--- src/design/bba_pkg.sv ---
// Shared types and fixed field widths for the block bitmap allocator.
// No dependencies; every other design file except bba_ram imports this package.
package bba_pkg;

    localparam int CMD_W   = 2;
    localparam int IDX_W   = 12;
    localparam int CNT_W   = 13;
    localparam int STAT_W  = 2;
    localparam int DISK_W  = 16;
    localparam int CLAMP_W = DISK_W + 1;
    localparam int WORD_W  = 32;
    localparam int BIT_W   = 5;

    localparam logic [DISK_W-1:0] DISK_RESET = 16'd4096;

    typedef enum logic [CMD_W-1:0] {
        CMD_FORMAT = 2'd0,
        CMD_ALLOC  = 2'd1,
        CMD_FREE   = 2'd2,
        CMD_CHECK  = 2'd3
    } t_cmd;

    typedef enum logic [STAT_W-1:0] {
        ST_OK      = 2'd0,
        ST_ALREADY = 2'd1,
        ST_ERR     = 2'd2
    } t_status;

    typedef enum logic [2:0] {
        S_IDLE,
        S_FMT,
        S_SCAN,
        S_FREE,
        S_DONE
    } t_state;

endpackage

--- src/design/bba_if.sv ---
// Valid/ready channel interfaces: command, result and configuration write.
// Depends on bba_pkg for field widths.
interface bba_cmd_if import bba_pkg::*; ();
    logic               valid;
    logic               ready;
    logic [CMD_W-1:0]   command;
    logic [IDX_W-1:0]   block_index;

    modport source (output valid, output command, output block_index, input ready);
    modport sink   (input valid, input command, input block_index, output ready);
endinterface

interface bba_res_if import bba_pkg::*; ();
    logic               valid;
    logic               ready;
    logic [STAT_W-1:0]  status;
    logic [IDX_W-1:0]   alloc_index;
    logic [CNT_W-1:0]   free_count;
    logic [CNT_W-1:0]   used_count;

    modport source (output valid, output status, output alloc_index, output free_count,
                    output used_count, input ready);
    modport sink   (input valid, input status, input alloc_index, input free_count,
                    input used_count, output ready);
endinterface

interface bba_cfg_if import bba_pkg::*; ();
    logic               valid;
    logic               ready;
    logic [DISK_W-1:0]  data;

    modport source (output valid, output data, input ready);
    modport sink   (input valid, input data, output ready);
endinterface

--- src/design/bba_ram.sv ---
// Generic single-write, single-read synchronous RAM with registered read data.
// No dependencies.
module bba_ram #(
    parameter int WIDTH = 32,
    parameter int DEPTH = 128
) (
    input  logic                     i_clk,
    input  logic                     i_we,
    input  logic [$clog2(DEPTH)-1:0] i_waddr,
    input  logic [WIDTH-1:0]         i_wdata,
    input  logic                     i_re,
    input  logic [$clog2(DEPTH)-1:0] i_raddr,
    output logic [WIDTH-1:0]         o_rdata
);

    logic [WIDTH-1:0] r_mem [DEPTH];
    logic [WIDTH-1:0] r_rdata;

    // write port
    always_ff @(posedge i_clk) begin
        if (i_we) begin
            r_mem[i_waddr] <= i_wdata;
        end
    end

    // registered read port
    always_ff @(posedge i_clk) begin
        if (i_re) begin
            r_rdata <= r_mem[i_raddr];
        end
    end

    assign o_rdata = r_rdata;

endmodule

--- src/design/block_bitmap_allocator_core.sv ---
// Block bitmap allocator top level: FSM, counters and the bitmap RAM.
// Depends on bba_pkg, the channel interfaces in bba_if and bba_ram.
//
//  channel | dir | payload                                      | role
//  --------+-----+----------------------------------------------+---------------------
//  i_cmd   | in  | command, block_index                         | one command each
//  o_res   | out | status, alloc_index, free_count, used_count  | one result each
//  i_cfg   | in  | data (disk_blocks)                           | disk size, any time
//
// One command at a time. Check needs no RAM access; free does one RAM read and one
// write back (the write only if the block was in use); format writes one bitmap word per
// cycle; allocate reads one word per cycle from the RAM read port, from the first unreserved word.
// A finished result sits in the output register; the next command is taken while it waits.
// Synchronous active-low reset clears the counts and state; the bitmap reads as all zero
// until the first successful format, so no clearing pass follows reset.
// A stalled result holds the block in its completion state until the output slot frees.
module block_bitmap_allocator_core
    import bba_pkg::*;
#(
    parameter int MAP_WORDS       = 128,
    parameter int RESERVED_BLOCKS = 131
) (
    input  logic    i_clk,
    input  logic    i_rst_n,
    bba_cmd_if.sink   i_cmd,
    bba_res_if.source o_res,
    bba_cfg_if.sink   i_cfg
);

    localparam int AW       = $clog2(MAP_WORDS);
    localparam int BLK_W    = AW + BIT_W;
    localparam int CAPACITY = MAP_WORDS * WORD_W;
    localparam int RES_BITS = RESERVED_BLOCKS % WORD_W;

    localparam logic [CLAMP_W-1:0] CAP_C    = CLAMP_W'(CAPACITY);
    localparam logic [CLAMP_W-1:0] RES_C    = CLAMP_W'(RESERVED_BLOCKS);
    localparam logic [IDX_W-1:0]   RES_IDX  = IDX_W'(RESERVED_BLOCKS);
    localparam logic [CNT_W-1:0]   RES_CNT  = CNT_W'(RESERVED_BLOCKS);
    localparam logic [AW-1:0]      W_FIRST  = AW'(RESERVED_BLOCKS / WORD_W);
    localparam logic [AW-1:0]      W_LAST   = AW'(MAP_WORDS - 1);
    localparam logic [WORD_W-1:0]  W_PART   = ~({WORD_W{1'b1}} >> RES_BITS);

    // control and state registers
    t_state              r_state, n_state;
    logic [AW-1:0]       r_word, n_word;
    logic [IDX_W-1:0]    r_idx, n_idx;
    t_status             r_status, n_status;
    logic [IDX_W-1:0]    r_aidx, n_aidx;
    logic [CNT_W-1:0]    r_free, n_free;
    logic [CNT_W-1:0]    r_used, n_used;
    logic [DISK_W-1:0]   r_disk;
    logic                r_formatted, n_formatted;

    // output register
    logic                r_out_valid;
    t_status             r_out_status;
    logic [IDX_W-1:0]    r_out_aidx;
    logic [CNT_W-1:0]    r_out_free;
    logic [CNT_W-1:0]    r_out_used;

    // RAM port signals
    logic                ram_we, ram_re;
    logic [AW-1:0]       ram_waddr, ram_raddr;
    logic [WORD_W-1:0]   ram_wdata, ram_rdata;

    // decoded conditions
    logic                cmd_acc;
    logic                out_load;
    logic [CLAMP_W-1:0]  disk_n;
    logic                disk_ok;
    logic                idx_ok;
    logic [WORD_W-1:0]   rd_word;
    logic                has_zero;
    logic [BIT_W-1:0]    zpos;
    logic [CNT_W:0]      cnt_sum;
    logic [WORD_W-1:0]   fmt_word;
    logic [BLK_W-1:0]    blk_num;

    bba_ram #(
        .WIDTH (WORD_W),
        .DEPTH (MAP_WORDS)
    ) u_map (
        .i_clk   (i_clk),
        .i_we    (ram_we),
        .i_waddr (ram_waddr),
        .i_wdata (ram_wdata),
        .i_re    (ram_re),
        .i_raddr (ram_raddr),
        .o_rdata (ram_rdata)
    );

    // handshakes
    assign i_cmd.ready = (r_state == S_IDLE);
    assign i_cfg.ready = 1'b1;
    assign cmd_acc     = i_cmd.valid && i_cmd.ready;
    assign out_load    = (r_state == S_DONE) && (!r_out_valid || o_res.ready);

    // clamp disk size to map capacity
    assign disk_n  = ({1'b0, r_disk} > CAP_C) ? CAP_C : {1'b0, r_disk};
    assign disk_ok = disk_n > RES_C;
    assign idx_ok  = (i_cmd.block_index >= RES_IDX)
                     && ({{(CLAMP_W-IDX_W){1'b0}}, i_cmd.block_index} < CAP_C);
    assign cnt_sum = {1'b0, r_used} + {1'b0, r_free};

    // unformatted map reads as all zero
    assign rd_word  = r_formatted ? ram_rdata : '0;
    assign has_zero = ~&rd_word;

    // highest clear bit, i.e. the first free block in MSB-first order
    always_comb begin
        zpos = '0;
        for (int j = 0; j < WORD_W; j++) begin
            if (!rd_word[j]) begin
                zpos = BIT_W'(j);
            end
        end
    end

    assign blk_num = {r_word, ~zpos};

    // reserved-block pattern for the word being formatted
    always_comb begin
        priority if (r_word < W_FIRST) begin
            fmt_word = '1;
        end else if (r_word == W_FIRST) begin
            fmt_word = W_PART;
        end else begin
            fmt_word = '0;
        end
    end

    // next state
    always_comb begin
        n_state = r_state;
        unique case (r_state)
            S_IDLE: begin
                if (cmd_acc) begin
                    unique case (t_cmd'(i_cmd.command))
                        CMD_FORMAT: n_state = disk_ok ? S_FMT : S_DONE;
                        CMD_ALLOC:  n_state = (r_free != '0) ? S_SCAN : S_DONE;
                        CMD_FREE:   n_state = idx_ok ? S_FREE : S_DONE;
                        CMD_CHECK:  n_state = S_DONE;
                    endcase
                end
            end
            S_FMT: begin
                if (r_word == W_LAST) n_state = S_DONE;
            end
            S_SCAN: begin
                if (has_zero || r_word == W_LAST) n_state = S_DONE;
            end
            S_FREE: n_state = S_DONE;
            S_DONE: begin
                if (out_load) n_state = S_IDLE;
            end
            default: n_state = S_IDLE;
        endcase
    end

    // datapath and RAM controls
    always_comb begin
        n_word      = r_word;
        n_idx       = r_idx;
        n_status    = r_status;
        n_aidx      = r_aidx;
        n_free      = r_free;
        n_used      = r_used;
        n_formatted = r_formatted;
        ram_we      = 1'b0;
        ram_waddr   = r_word;
        ram_wdata   = fmt_word;
        ram_re      = 1'b0;
        ram_raddr   = r_word;
        unique case (r_state)
            S_IDLE: begin
                if (cmd_acc) begin
                    n_aidx = '0;
                    n_idx  = i_cmd.block_index;
                    unique case (t_cmd'(i_cmd.command))
                        CMD_FORMAT: begin
                            n_status = disk_ok ? ST_OK : ST_ERR;
                            n_word   = '0;
                        end
                        CMD_ALLOC: begin
                            n_status  = ST_ERR;
                            n_word    = W_FIRST;
                            ram_re    = (r_free != '0);
                            ram_raddr = W_FIRST;
                        end
                        CMD_FREE: begin
                            n_status  = idx_ok ? ST_OK : ST_ERR;
                            ram_re    = idx_ok;
                            ram_raddr = AW'(i_cmd.block_index >> BIT_W);
                        end
                        CMD_CHECK: begin
                            n_status = (disk_ok && {{(CLAMP_W-CNT_W-1){1'b0}}, cnt_sum} == disk_n)
                                       ? ST_OK : ST_ERR;
                        end
                    endcase
                end
            end
            S_FMT: begin
                // clear the map and mark the reserved leading blocks
                ram_we    = 1'b1;
                ram_waddr = r_word;
                ram_wdata = fmt_word;
                n_word    = r_word + 1'b1;
                if (r_word == W_LAST) begin
                    n_free      = CNT_W'(disk_n - RES_C);
                    n_used      = RES_CNT;
                    n_formatted = 1'b1;
                end
            end
            S_SCAN: begin
                // claim the first clear bit, or advance to the next word
                if (has_zero) begin
                    ram_we    = 1'b1;
                    ram_waddr = r_word;
                    ram_wdata = rd_word | (WORD_W'(1) << zpos);
                    n_status  = ST_OK;
                    n_aidx    = IDX_W'(blk_num);
                    n_free    = r_free - 1'b1;
                    n_used    = r_used + 1'b1;
                end else if (r_word != W_LAST) begin
                    ram_re    = 1'b1;
                    ram_raddr = r_word + 1'b1;
                    n_word    = r_word + 1'b1;
                end
            end
            S_FREE: begin
                // drop the bit, or report it as already free
                ram_waddr = AW'(r_idx >> BIT_W);
                ram_wdata = rd_word & ~(WORD_W'(1) << ~r_idx[BIT_W-1:0]);
                if (rd_word[~r_idx[BIT_W-1:0]]) begin
                    ram_we = 1'b1;
                    n_free = r_free + 1'b1;
                    n_used = r_used - 1'b1;
                end else begin
                    n_status = ST_ALREADY;
                end
            end
            S_DONE: begin
            end
            default: begin
            end
        endcase
    end

    // control registers
    always_ff @(posedge i_clk) begin
        if (!i_rst_n) begin
            r_state     <= S_IDLE;
            r_free      <= '0;
            r_used      <= '0;
            r_formatted <= 1'b0;
            r_disk      <= DISK_RESET;
            r_out_valid <= 1'b0;
        end else begin
            r_state     <= n_state;
            r_free      <= n_free;
            r_used      <= n_used;
            r_formatted <= n_formatted;
            if (i_cfg.valid && i_cfg.ready) begin
                r_disk <= i_cfg.data;
            end
            if (out_load) begin
                r_out_valid <= 1'b1;
            end else if (o_res.ready) begin
                r_out_valid <= 1'b0;
            end
        end
    end

    // payload registers
    always_ff @(posedge i_clk) begin
        r_word   <= n_word;
        r_idx    <= n_idx;
        r_status <= n_status;
        r_aidx   <= n_aidx;
        if (out_load) begin
            r_out_status <= r_status;
            r_out_aidx   <= (r_status == ST_OK) ? r_aidx : '0;
            r_out_free   <= r_free;
            r_out_used   <= r_used;
        end
    end

    assign o_res.valid       = r_out_valid;
    assign o_res.status      = r_out_status;
    assign o_res.alloc_index = r_out_aidx;
    assign o_res.free_count  = r_out_free;
    assign o_res.used_count  = r_out_used;

endmodule

--- src/flat_wrapper.sv ---
// flat-port wrapper written by rule: the top's interface ports become plain ports
module block_bitmap_allocator_core_flat import bba_pkg::*;
#(
    parameter int MAP_WORDS       = 128,
    parameter int RESERVED_BLOCKS = 131
)
  (i_clk, i_rst_n, i_cmd_valid, i_cmd_command, i_cmd_block_index, i_cmd_ready, o_res_valid, o_res_status, o_res_alloc_index, o_res_free_count, o_res_used_count, o_res_ready, i_cfg_valid, i_cfg_data, i_cfg_ready);
  bba_cmd_if i_cmd_i ();
  bba_res_if o_res_i ();
  bba_cfg_if i_cfg_i ();
  input  logic i_clk;
  input  logic i_rst_n;
  input wire logic [$bits(i_cmd_i.valid)-1:0] i_cmd_valid;
  input wire logic [$bits(i_cmd_i.command)-1:0] i_cmd_command;
  input wire logic [$bits(i_cmd_i.block_index)-1:0] i_cmd_block_index;
  output wire logic [$bits(i_cmd_i.ready)-1:0] i_cmd_ready;
  output wire logic [$bits(o_res_i.valid)-1:0] o_res_valid;
  output wire logic [$bits(o_res_i.status)-1:0] o_res_status;
  output wire logic [$bits(o_res_i.alloc_index)-1:0] o_res_alloc_index;
  output wire logic [$bits(o_res_i.free_count)-1:0] o_res_free_count;
  output wire logic [$bits(o_res_i.used_count)-1:0] o_res_used_count;
  input wire logic [$bits(o_res_i.ready)-1:0] o_res_ready;
  input wire logic [$bits(i_cfg_i.valid)-1:0] i_cfg_valid;
  input wire logic [$bits(i_cfg_i.data)-1:0] i_cfg_data;
  output wire logic [$bits(i_cfg_i.ready)-1:0] i_cfg_ready;
  assign i_cmd_i.valid = i_cmd_valid;
  assign i_cmd_i.command = i_cmd_command;
  assign i_cmd_i.block_index = i_cmd_block_index;
  assign i_cmd_ready = i_cmd_i.ready;
  assign o_res_valid = o_res_i.valid;
  assign o_res_status = o_res_i.status;
  assign o_res_alloc_index = o_res_i.alloc_index;
  assign o_res_free_count = o_res_i.free_count;
  assign o_res_used_count = o_res_i.used_count;
  assign o_res_i.ready = o_res_ready;
  assign i_cfg_i.valid = i_cfg_valid;
  assign i_cfg_i.data = i_cfg_data;
  assign i_cfg_ready = i_cfg_i.ready;
  block_bitmap_allocator_core #(.MAP_WORDS(MAP_WORDS), .RESERVED_BLOCKS(RESERVED_BLOCKS)) u_core (.i_clk(i_clk), .i_rst_n(i_rst_n), .i_cmd(i_cmd_i), .o_res(o_res_i), .i_cfg(i_cfg_i));
endmodule
--- config.mk ---
export PLATFORM = sky130hd
export DESIGN_NAME = block_bitmap_allocator_core_flat
export DESIGN_NICKNAME = d
export VERILOG_FILES = /design/src/design/bba_pkg.sv /design/src/design/bba_if.sv /design/src/design/bba_ram.sv /design/src/design/block_bitmap_allocator_core.sv /design/src/flat_wrapper.sv
export SDC_FILE = /design/constraint.sdc
export NUM_CORES = 2
export LEC_CHECK = 0
export BUFFER_PORTS_ARGS = -buffer_cell sky130_fd_sc_hd__buf_2
export CORE_MARGIN = 2
export CORE_UTILIZATION = 41
export CTS_CLUSTER_DIAMETER = 60
export DETAILED_ROUTE_END_ITERATION = 8
export GPL_TIMING_DRIVEN = 1
export PLACE_DENSITY = 0.54
export SYNTH_ARGS = -nofsm -noshare
export SYNTH_HDL_FRONTEND = slang
export SYNTH_HIERARCHICAL = 1
export SYNTH_SLANG_ARGS = --single-unit
--- constraint.sdc ---
create_clock -name i_clk -period 15.45 [get_ports i_clk]
set_clock_uncertainty 0.15 [all_clocks]
set_input_delay 3.09 -clock i_clk [delete_from_list [all_inputs] [get_ports i_clk]]
set_output_delay 3.09 -clock i_clk [all_outputs]
set_load 0.01 [all_outputs]
Word level (Yosys, flattened, before mapping)
Memory sizes are Yosys's and may differ from the RTL's. A register that Yosys moved wholly into a read port is not among the register bits.
Index checks and enable logic that the tools add are counted.
{"block": "totals", "ff_bits": 120, "mem_bits_rw": 4096, "n_memories": 1}
{"memory": "u_core.u_map.r_mem", "words": 128, "word_bits": 32, "rd": 1, "rd_clocked_by_memory_dff": 1, "wr": 1, "line_no": "bba_ram.sv:16", "text": "logic [WIDTH-1:0] r_mem [DEPTH];"}
{"block": "classes", "add_sub_neg": 7, "order_cmp": 5, "n_eq_ne": 19, "n_shift": 2, "muxes": 88, "bitwise_logic": 5, "n_reduce_logical": 24}
{"operator": "5-bit two-way mux", "n": 30}
{"operator": "32-bit two-way mux", "n": 4}
{"operator": "13-bit two-way mux", "n": 6}
{"operator": "13-bit one-hot mux with 3 select lines", "n": 2}
{"operator": "32-bit one-hot mux with 2 select lines", "n": 1}
{"operator": "1-bit by 5-bit << shifter with 32-bit output (first input constant)", "n": 2}
{"operator": "7-bit one-hot mux with 2 select lines", "n": 3}
{"operator": "7-bit two-way mux", "n": 5}
{"operator": "32-bit AND", "n": 1}
{"operator": "32-bit NOT", "n": 1}
{"operator": "32-bit OR", "n": 1}
{"operator": "32-bit AND reduction", "n": 1}
{"operator": "13-bit by 1-bit adder with 13-bit output (second input constant)", "n": 2}
{"operator": "13-bit by 1-bit subtractor with 13-bit output (second input constant)", "n": 2}
{"operator": "12-bit two-way mux", "n": 2}
{"operator": "12-bit one-hot mux with 2 select lines", "n": 1}
{"operator": "3-bit two-way mux", "n": 7}
{"operator": "7-bit one-hot mux with 3 select lines", "n": 1}
{"operator": "14-bit by 16-bit == test with 1-bit output", "n": 1}
{"operator": "16-bit by 13-bit greater-than comparator with 1-bit output (second input constant)", "n": 1}
{"operator": "16-bit by 8-bit greater-than comparator with 1-bit output (second input constant)", "n": 1}
{"operator": "16-bit two-way mux", "n": 1}
{"operator": "3-bit one-hot mux with 5 select lines", "n": 1}
{"operator": "13-bit by 13-bit adder with 14-bit output", "n": 1}
{"operator": "other kinds (36)", "n": 72}

Depth between registers and ports, before layout
{"block": "depth", "depth_word": 36, "mapped_depth": 18, "ltp_nobuf": 12}

Cells and area by module
Netlist, hierarchy kept.
{"module": "bba_ram", "n_inst": 1, "cells_each": 5990, "area_each_um2": 156596.4, "seq_area_each_um2": 123958.9}
{"module": "block_bitmap_allocator_core", "n_inst": 1, "cells_each": 1069, "area_each_um2": 8932.3, "seq_area_each_um2": 3133.0}

Worst setup path after synthesis
OpenSTA, ideal clock, no wires.
{"block": "synth_timing", "kind": "reg2reg", "from": "register u_core.r_state[1]", "to": "memory u_core.u_map.r_mem[0][31] (data pin)", "setup_time_ns": 1.795, "arrival_ns": 9.627, "t_required_ns": 13.505, "slack_ns": 3.878, "stages_incl_launch_ff": 6, "path_buffers": 2, "synth_period_minus_slack_ns": 11.572, "path_cell_list": "dfxtp_1 -> clkbuf_1 -> nor2b_1 -> nand2_1 -> clkbuf_1 -> o311ai_0"}
{"block": "synth_via", "elab_chain_cells": 2, "word_cells_on_any_way": 3, "classes_between": "eq/ne: 2; mux: 1"}
{"item": "start, declared", "line_no": "block_bitmap_allocator_core.sv:44", "text": "t_state r_state, n_state;"}
{"item": "start signal, assigned", "line_no": "block_bitmap_allocator_core.sv:259", "text": "r_state <= n_state;"}
{"item": "3-bit by 2-bit == test with 1-bit output", "line_no": "block_bitmap_allocator_core.sv:174", "text": "unique case (r_state)"}
{"item": "32-bit one-hot mux with 2 select lines (*)", "line_no": "block_bitmap_allocator_core.sv:174"}
{"item": "via u_core.ram_wdata[31]", "line_no": "block_bitmap_allocator_core.sv:64", "text": "logic [WORD_W-1:0] ram_wdata, ram_rdata;"}
{"item": "end, declared", "line_no": "bba_ram.sv:16"}
The timed path passes the listed nets; every way through them passes the cells marked *.

Worst setup path after layout
{"block": "layout_timing", "from": "input i_cmd_valid", "to": "register u_core.u_map.r_rdata[21] (netlist: u_core/u_map/o_rdata[21]), read port of u_core.u_map.r_mem (data pin)"}
{"block": "layout_via", "elab_chain_cells": 3, "word_cells_on_any_way": 5, "classes_between": "mux: 4; reduce/logical: 1"}
{"item": "start, declared", "line_no": "flat_wrapper.sv:13", "text": "input wire logic [$bits(i_cmd_i.valid)-1:0] i_cmd_valid;"}
{"item": "1-bit logical AND", "line_no": "block_bitmap_allocator_core.sv:95", "text": "assign cmd_acc = i_cmd.valid && i_cmd.ready;"}
{"item": "7-bit two-way mux", "line_no": "block_bitmap_allocator_core.sv:176", "text": "if (cmd_acc) begin"}
{"item": "7-bit one-hot mux with 2 select lines", "line_no": "block_bitmap_allocator_core.sv:174"}
{"item": "via u_core.ram_raddr[0]", "line_no": "block_bitmap_allocator_core.sv:63", "text": "logic [AW-1:0] ram_waddr, ram_raddr;"}
{"item": "end, declared", "line_no": "bba_ram.sv:17", "text": "logic [WIDTH-1:0] r_rdata;"}
The timed path passes the listed nets, and every way through them passes these cells.
A chain may end at the register's enable or synchronous reset.

==> flow_summary.json <==
{
  "use_met3_pct": 4.14,
  "grt.overflow.total": 0,
  "fillers": 32800,
  "top_usage_layer": "met2",
  "cap_violations": 0,
  "ios": 78,
  "drive_above_1_share_pct": 32.5,
  "grt_pass1_wl_um": 654000,
  "route.final.wire_length_um": 478000,
  "rows": 233,
  "status": "finished clean",
  "synth_seq_cells": 4248,
  "antenna_left": 0,
  "worstHoldPathCells": 0,
  "vias_per_cell": 6.10,
  "preCtsSetupSlack_ns": 5.64,
  "hpwlAfterDp_um": 257000,
  "dpl-instance-area_um2": 175000,
  "cp-end-kind": "register",
  "hold_path.class": "reg -> reg",
  "mostFrequentLayoutCells": "4,201 x edfxtp_1, 1,344 x mux4_2, 442 x clkbuf_16",
  "cts_tree": "done",
  "cts_resized": 0,
  "finalCritPeriodShare_pct": 56.7,
  "max_slew_margin_pct": 16.3,
  "place_inst": 12300,
  "grt_pass1_vias": 80000,
  "syn_avg_cell_area_um2": 23.4,
  "total_power_mw": 27.7,
  "worstSetupPathType": "in -> reg",
  "synth-edff-count": 4201,
  "syn-cell-area_um2": 166000,
  "arrival_ns": 9.34,
  "initial_utilization_pct": 41.1,
  "grt_max_degree": 132,
  "synth_flop_cell": "edfxtp_1",
  "areaGrowthSynthToFinish_pct": 13.9,
  "p_comb_share_pct": 16.2,
  "finalNetCount": 7541,
  "ir_drop_mv": 0.114,
  "syn_nets": 7139,
  "route.detailed.drc": 0,
  "worst_hold_slack_ns": 0.320,
  "clkLatencyLatePin_ns": 1.02,
  "place.gp.congestion": 0.849,
  "rsz0062_at_grt": "false",
  "ys_types": 84,
  "core-area_um2": 402000,
  "cts.sink_count": 4248,
  "startpoint_type": "input pin",
  "path_clk_slew_ns": 0.06,
  "h-tree-depth": 5,
  "antenna_found_initial": 53,
  "crit_fanout": 47,
  "max_freq_mhz": 114,
  "wl_per_cell_um": 36.3,
  "fin_ws_ns": 6.69,
  "crit_required_ns": 16.03,
  "hold_buffers": 0,
  "hold_viol": 0,
  "drt_iter0_markers": 11200,
  "post_cts_buffers": 0,
  "pwr-share-clk_pct": 37.4,
  "cts-root-buf": "clkbuf_16",
  "grt_util_all_layers_pct": 23.1,
  "dieArea_um2": 409000,
  "drt_pass1_iterations": 5,
  "yosys_warnings": 6,
  "vias": 80200,
  "p_seq_share_pct": 46.4,
  "grt_use_met1_pct": 33.4,
  "synthArstFlopShare_pct": 0,
  "layoutNonFillerInstCount": 13100,
  "die_w_um": 639,
  "r2r_cells": 13,
  "use_met2_pct": 36.4,
  "tightest_slew_ns": 1.26,
  "syn-instance-count": 7059,
  "fin_crit_ns": 8.76,
  "synth-seq-area-share_pct": 76.8,
  "switchingPower_mw": 7.14,
  "setup_viol": 0,
  "p_int_mw": 20.6,
  "swShare_pct": 25.8,
  "fin_util_pct": 46.9,
  "p_per_area_nw_per_um2": 147,
  "p_leak_nw": 57.6,
  "slew_viol_final": 0,
  "clockBufferDepth": 4,
  "stdcell_area_um2": 189000,
  "dieHeight_um": 639,
  "cts_buffers": 441,
  "port_buffers": 76,
  "final_common_cell": "edfxtp_1",
  "fin_tns_setup_ns": 0
}
[layout make-up]
cell class              count  area, µm²  area share (%)
clock buffers             532      11400            6.04
multi-input cells        2402      38200            20.2
repair buffers            336       2560            1.36
well taps                5287       6620            3.51
inverters                  32        120          0.0637
clock inverters           269       2570            1.36
flip-flops and latches   4248     127000            67.4
diodes                     41        103          0.0544
[worst paths after layout]
check	from	slack (ns)	endpoint
max	i_cmd_valid	6.69	u_core/u_map/o_rdata[21]
min	u_core/r_status[1]	0.32	u_core/o_res.status[1]
max reg2reg	u_core/u_map/o_rdata[28]	7.48	u_core/u_map/o_rdata[21]
min reg2reg	u_core/r_status[1]	0.32	u_core/o_res.status[1]
[synth_stat cells (all sizes together) (6+ instances only)]
cell,n,area (µm²)
a211oi,15,113
a21boi,8,60.1
a21o,12,90.1
a21oi,80,404
a311oi,6,52.6
a31oi,33,206
and2,21,131
and3,15,93.8
buf,161,802
clkbuf,216,811
dfxtp,47,941
edfxtp,4201,126000
ha,42,526
inv,31,116
mux2,33,372
mux2i,19,190
mux4,1344,30300
nand2,134,503
nand2b,17,106
nand3,57,285
nand3b,6,45.0
nand4,10,62.6
nor2,216,811
nor2b,16,100
nor3,36,180
nor4,12,115
o21a,8,67.6
o21ai,98,498
o221ai,9,91.3
o22ai,6,37.5
o31ai,13,97.6
or2,13,81.3
or3,10,62.6
xnor2,28,245
xor2,13,114
[power by group through the flow]
| stage | Sequential, mW | Combinational, mW | Clock, mW |
|---|---|---|---|
| floorplan | 13.1 | 2.85 | 0 |
| global placement | 13.1 | 4.51 | 0 |
| detailed placement | 13.1 | 4.53 | 0 |
| CTS | 12.9 | 4.54 | 10.5 |
| global route | 12.9 | 4.68 | 11.0 |
| finish | 12.9 | 4.48 | 10.4 |
[registers in the layout, summed over array words and instances (netlist names)]
register                  flops
u_core/o_res.used_count      13
u_core/r_disk                16
u_core/r_free                13
u_core/r_status               2
u_core/o_res.alloc_index     12
u_core/o_res.status           2
u_core/r_state                3
u_core/u_map/o_rdata         32
u_core/r_formatted            1
u_core/r_aidx                12
u_core/u_map/r_mem         4096
u_core/r_word                 7
u_core/r_idx                 12
u_core/o_res.free_count      13
u_core/o_res.valid            1
u_core/r_used                13
[worst max-delay path, stage by stage]
cell and delay (ns):
buf_2 0.18, and2_1 0.56, nand2_1 0.41, a21oi_1 0.26
o22ai_1 0.15, a21oi_4 0.61, buf_4 0.79, buf_4 0.87
mux4_2 0.62, mux4_2 0.53, mux4_2 0.71, mux2_2 0.36
[kinds of logic after synthesis]
kind of cell / count (synthesis) / share of synthesized area, %
flip-flops: 4248 / 76.8
AND/OR/NAND/NOR: 576 / 1.62
multiplexers: 1396 / 18.6
buffers and inverters: 409 / 1.05
XOR/XNOR: 41 / 0.217
adder cells (fa/ha/maj): 45 / 0.354
other: 1 / 0.00227
AO/OA/AOI/OAI: 343 / 1.35
[metal layers]
metal | vias up | share of wire, %
met5 | - | 0.013
met4 | 10 | 2.6
met3 | 619 | 8.7
met2 | 3909 | 48
met1 | 44400 | 41
li1 | 31300 | -
(Power assumes the default switching activity.)
